[config.mk]
export PLATFORM = sky130hd
export DESIGN_NAME = stable_priority_queue_core
export DESIGN_NICKNAME = d
export VERILOG_FILES = /design/src/rtl/spq_pkg.sv /design/src/rtl/spq_cell.sv /design/src/rtl/stable_priority_queue_core.sv
export SDC_FILE = /design/constraint.sdc
export NUM_CORES = 1
export LEC_CHECK = 0
export BUFFER_PORTS_ARGS = -buffer_cell sky130_fd_sc_hd__buf_2
export CAP_MARGIN = 30
export CORE_ASPECT_RATIO = 0.9
export CORE_UTILIZATION = 25
export DETAILED_ROUTE_END_ITERATION = 8
export SYNTH_ARGS = -nofsm -noshare
export SYNTH_HDL_FRONTEND = slang
export SYNTH_HIERARCHICAL = 1
export SYNTH_SLANG_ARGS = --single-unit
[constraint.sdc]
create_clock -name clk -period 4.7 [get_ports clk]
set_clock_uncertainty 0.2 [all_clocks]
set_input_delay 0 -clock clk [delete_from_list [all_inputs] [get_ports clk]]
set_output_delay 0 -clock clk [all_outputs]
set_load 0.05 [all_outputs]
[src/rtl/spq_pkg.sv]
// spq_pkg: shared types and constants of the stable priority queue.
// Item structs, slot layout and cell control; no dependencies.
`default_nettype none
package spq_pkg;

	localparam int QUEUE_DEPTH = 16;
	localparam int CNT_W       = $clog2(QUEUE_DEPTH + 1);
	localparam int PRIO_W      = 8;
	localparam int PAY_W       = 16;

	localparam logic OP_PUSH = 1'b0;
	localparam logic OP_POP  = 1'b1;

	typedef struct packed {
		logic              operation;
		logic [PRIO_W-1:0] entry_priority;
		logic [PAY_W-1:0]  entry_payload;
	} in_item_t;

	typedef struct packed {
		logic              pop_valid;
		logic [PRIO_W-1:0] pop_priority;
		logic [PAY_W-1:0]  pop_payload;
		logic              push_refused;
		logic [CNT_W-1:0]  fill_level;
	} out_item_t;

	typedef struct packed {
		logic [PRIO_W-1:0] prio;
		logic [PAY_W-1:0]  payload;
	} slot_t;

	typedef struct packed {
		logic  push_en;
		logic  pop_en;
		slot_t new_slot;
	} cell_ctrl_t;

endpackage
`default_nettype wire

[src/rtl/spq_cell.sv]
// spq_cell: one slot of the sorted insertion chain.
// Shifts toward the tail on a push at or ahead of it, toward the head on a pop; uses spq_pkg.
`default_nettype none
module spq_cell (
	input  wire logic               clk,
	input  wire spq_pkg::cell_ctrl_t ctrl,
	input  wire logic               occupied,
	input  wire logic               prev_take,
	input  wire spq_pkg::slot_t     prev_slot,
	input  wire spq_pkg::slot_t     next_slot,
	output      logic               take,
	output      spq_pkg::slot_t     slot
);

	spq_pkg::slot_t slot_q;

	// new entry belongs at or ahead of this cell
	assign take = !occupied || (slot_q.prio < ctrl.new_slot.prio);
	assign slot = slot_q;

	always_ff @(posedge clk) begin
		if (ctrl.pop_en) begin
			slot_q <= next_slot;
		end else if (ctrl.push_en && take) begin
			if (prev_take) begin
				slot_q <= prev_slot;
			end else begin
				slot_q <= ctrl.new_slot;
			end
		end
	end

endmodule
`default_nettype wire

[src/rtl/stable_priority_queue_core.sv]
// stable_priority_queue_core: bounded priority queue as a chain of compare cells.
// Result strobe: registered, raised in the cycle after an item is accepted.
// Throughput: one push or pop per cycle; busy stays low.
// Reset: entry count and strobe clear asynchronously; slot contents are not reset.
// The receiver cannot stall; every result is shown for exactly one cycle.
// Uses spq_pkg and spq_cell.
`default_nettype none
module stable_priority_queue_core (
	input  wire logic               clk,
	input  wire logic               arst_n,
	input  wire logic               start,
	output      logic               busy,
	input  wire spq_pkg::in_item_t  cmd,
	output      logic               done,
	output      spq_pkg::out_item_t result
);

	localparam int D = spq_pkg::QUEUE_DEPTH;

	logic [spq_pkg::CNT_W-1:0] count_q;
	logic                      done_q;
	spq_pkg::out_item_t        result_q;

	spq_pkg::cell_ctrl_t ctrl;
	spq_pkg::slot_t      slots [D];
	logic [D-1:0]        takes;
	logic [D-1:0]        occ;

	logic accept, is_push, is_pop, full, empty;

	assign busy   = 1'b0;
	assign accept = start && !busy;
	assign full   = (count_q == spq_pkg::CNT_W'(D));
	assign empty  = (count_q == '0);
	assign is_push = accept && (cmd.operation == spq_pkg::OP_PUSH);
	assign is_pop  = accept && (cmd.operation == spq_pkg::OP_POP);

	assign ctrl.push_en          = is_push && !full;
	assign ctrl.pop_en           = is_pop && !empty;
	assign ctrl.new_slot.prio    = cmd.entry_priority;
	assign ctrl.new_slot.payload = cmd.entry_payload;

	genvar i;
	generate
		for (i = 0; i < D; i++) begin : g_cell
			assign occ[i] = (spq_pkg::CNT_W'(i) < count_q);
			spq_cell u_cell (
				.clk       (clk),
				.ctrl      (ctrl),
				.occupied  (occ[i]),
				.prev_take ((i == 0) ? 1'b0 : takes[(i == 0) ? 0 : i-1]),
				.prev_slot (slots[(i == 0) ? 0 : i-1]),
				.next_slot (slots[(i == D-1) ? D-1 : i+1]),
				.take      (takes[i]),
				.slot      (slots[i])
			);
		end
	endgenerate

	always_ff @(posedge clk or negedge arst_n) begin
		if (!arst_n) begin
			count_q <= '0;
			done_q  <= 1'b0;
		end else begin
			done_q <= accept;
			if (ctrl.push_en) begin
				count_q <= count_q + 1'b1;
			end else if (ctrl.pop_en) begin
				count_q <= count_q - 1'b1;
			end
		end
	end

	always_ff @(posedge clk) begin
		if (accept) begin
			result_q.pop_valid    <= ctrl.pop_en;
			result_q.pop_priority <= ctrl.pop_en ? slots[0].prio : '0;
			result_q.pop_payload  <= ctrl.pop_en ? slots[0].payload : '0;
			result_q.push_refused <= is_push && full;
			if (ctrl.push_en) begin
				result_q.fill_level <= count_q + 1'b1;
			end else if (ctrl.pop_en) begin
				result_q.fill_level <= count_q - 1'b1;
			end else begin
				result_q.fill_level <= count_q;
			end
		end
	end

	assign done   = done_q;
	assign result = result_q;

	a_count_bound: assert property (@(posedge clk) disable iff (!arst_n)
		count_q <= spq_pkg::CNT_W'(D))
		else $error("entry count above depth");

	a_strobe: assert property (@(posedge clk) disable iff (!arst_n)
		accept |=> done)
		else $error("missing result strobe");

	a_refused_full: assert property (@(posedge clk) disable iff (!arst_n)
		(done && result.push_refused) |-> (result.fill_level == spq_pkg::CNT_W'(D)))
		else $error("push refused below full");

	a_pop_count: assert property (@(posedge clk) disable iff (!arst_n)
		ctrl.pop_en |=> (count_q == $past(count_q) - 1'b1))
		else $error("pop did not drop the count");

endmodule
`default_nettype wire

==> metrics <==
crit path buf inv count=4; Clock Path Buffers=3; vias post-DR=17040; Clock Tree Root=clkbuf_16; Net count, final=2439; critical path class=register to register; Worst-path clk slew=~0.060 ns; clock sink count=421; Finished Layout Cells=3665; CP arrival=around 3.2 ns; Core ar.=0.09860 mm2; CP Capture Type=register; DIE HEIGHT=just over 300 um; number of placement rows=between 100 and 150; pwr dens=541.7 mW/mm2; Worst-Margin Slew=1.007 ns; initial antenna violation count=3; Power Total=around 15 mW; Ys Warns=6; RePlAce Congestion=between 0.7 and 0.8; Post-Syn Area per Cell=between 10 and 15 um2; reg2reg start=count_q[0]$_DFF_PN0_; die area=~0.10 mm2; final worst path period share=about 67%; CP Data Required Time=roughly 4.8 ns; Critical Path Start=count_q[0]$_DFF_PN0_; Resized cells post-CTS=0; Leak=11.78 nW; drt wl/cell=~16 um; final hold viol count=0; critical path cell sequence=inv_1 > ha_1 > and4bb_2 > nor2_2 > buf_4 > inv_1 > o41ai_4 > buf_4; Initial Utilization=between 20 and 30%; fill count=between 10000 and 15000; CP top delay family=buffers and inverters; IO Port Bufs=59; first-pass GRT wire length=~95000 um; max-cap violations=0; DP Worst Slack=between 1.5 and 2 ns; Worst Path Max Fanout=32; status=finished clean; largest net degree at the start of global routing=between 200 and 250; Tmin final=3.162 ns; area of the mapped netlist=around 0.025 mm2; DRC violations left=0; reg2reg end=g_cell[14].u_cell/slot[10]$_DFFE_PP_; hold_ws=roughly 0.021 ns; Cells after Synth=between 2000 and 2500; worst r2r path cells=8; via count of the first global-routing pass=about 18000; 1st-iter DRT viols=1112; DRT Wirelength=58100 um; Slew headroom=approximately 32%; total track usage=between 10% and 20%; Post-DRT Antenna Nets=0; Slowest cell on crit path=dfrtp_1; hpwl dp=around 41000 um; global route overflow=0; Setup violations, final=0; final setup margin=between 1.5 and 2 ns; Max IR drop VDD=between 300 and 400 uV; overall die width=between 300 and 400 um; Placed Cells=about 3600; IO Pins=~60; CTS tree=yes; Worst Setup EP=g_cell[14].u_cell/slot[10]$_DFFE_PP_; Clock Latency Late Sink=0.60 ns; H-Tree Depth=2; CTS buffer count=48; share of cells above drive strength 1=11.32%; Worst R2R Setup Slack=between 1.5 and 2 ns; Via density=between 4 and 5; CP max stage delay=just under 0.5 ns; setup tns final=0 ns; Initial DRT Pass Iterations=5; Hold Path Class=primary input to register; area delta synth->final=14.00%; RSZ-0062 raised after global routing=false; CP Depth=8; Slew Viols, Final=0; f_max=316.2 MHz; CP startpoint kind=register
## final cells by class
type	count	area [um2]	area share [%]
antenna	1	2.502	0.008797
clock buffer	60	1246	4.381
clock inverter	27	245.2	0.8621
inverter	167	626.9	2.204
multi-input combinational	1525	11070	38.93
sequential	421	12610	44.33
tap	1332	1667	5.859
timing repair buffer	132	973.4	3.422
## cells in the final DEF, fill, tap and decap left out, types with 3 or more instances in the layout
| master | instances |
|---|---|
| nor3_1 | 5 |
| clkbuf_1 | 12 |
| clkinv_2 | 7 |
| dlygate4sd3_1 | 27 |
| nand3_1 | 3 |
| a211oi_2 | 46 |
| nor2_1 | 34 |
| buf_2 | 59 |
| a211oi_1 | 3 |
| ha_1 | 116 |
| mux2i_1 | 384 |
| buf_12 | 5 |
| o41ai_4 | 16 |
| o31ai_4 | 15 |
| o211ai_2 | 15 |
| o21ai_1 | 380 |
| a21oi_1 | 18 |
| clkbuf_16 | 48 |
| buf_4 | 41 |
| bufinv_16 | 3 |
| and3_1 | 26 |
| dfrtp_1 | 6 |
| inv_1 | 167 |
| nand2_1 | 395 |
| clkinv_1 | 12 |
| nand4_1 | 16 |
| edfxtp_1 | 415 |
| o21ai_0 | 30 |
## how the worst min path moves through the flow
stage               startpoint                                  end  slack (ns)  cells past startpoint
finish                 cmd[22]  g_cell[5].u_cell/slot[22]$_DFFE_PP_        0.02                      3
global route           cmd[22]  g_cell[3].u_cell/slot[22]$_DFFE_PP_        0.04                      3
CTS                    cmd[22]  g_cell[5].u_cell/slot[22]$_DFFE_PP_       0.003                      3
detailed placement      arst_n                       done$_DFF_PN0_       -0.35                      1
global placement        arst_n                 count_q[4]$_DFF_PN0_       -0.35                      1
floorplan               arst_n                 count_q[0]$_DFF_PN0_       -0.50                      0
## sequential cells by signal, summed over array words and instances, names as in the netlist
signal and flops:
g_cell.u_cell/slot 384, result 31, count_q 5, done 1
## report_power, final
| group | total, mW | internal [mW] | switching [mW] |
|---|---|---|---|
| logic | 5.18 | 2.19 | 2.99 |
| registers | 6.58 | 5.78 | 0.802 |
| clock network | 3.64 | 2.06 | 1.59 |
## per-stage QoR
| stage | instance area (um2) | util [%] |
|---|---|---|
| 6_report | 28450 | 28.85 |
| 5_1_grt | 28450 | 28.85 |
| 4_1_cts | 28440 | 28.85 |
| 3_5_place_dp | 26680 | 27.06 |
| 2_1_floorplan | 24960 | - |
| 3_3_place_gp | 26680 | 27.06 |
## worst min-delay path, cell delays in order
cell	delay, ns
buf_2	0.32
mux2i_1	0.23
o21ai_1	0.07
## timing repair
item                      4_1_cts  5_1_grt
hold buffers                   27        0
setup buffers                   0        0
hold endpoints to repair      352        0
## routing by layer
layer	track usage [%]	part of all wire, %	wire [um]
met5	0	0.053	31
met4	2.653	1.6	913
met3	1.608	2.8	1607
met2	19.92	49	28610
met1	14.86	46	26950
Power figures use the tool's default switching activity.
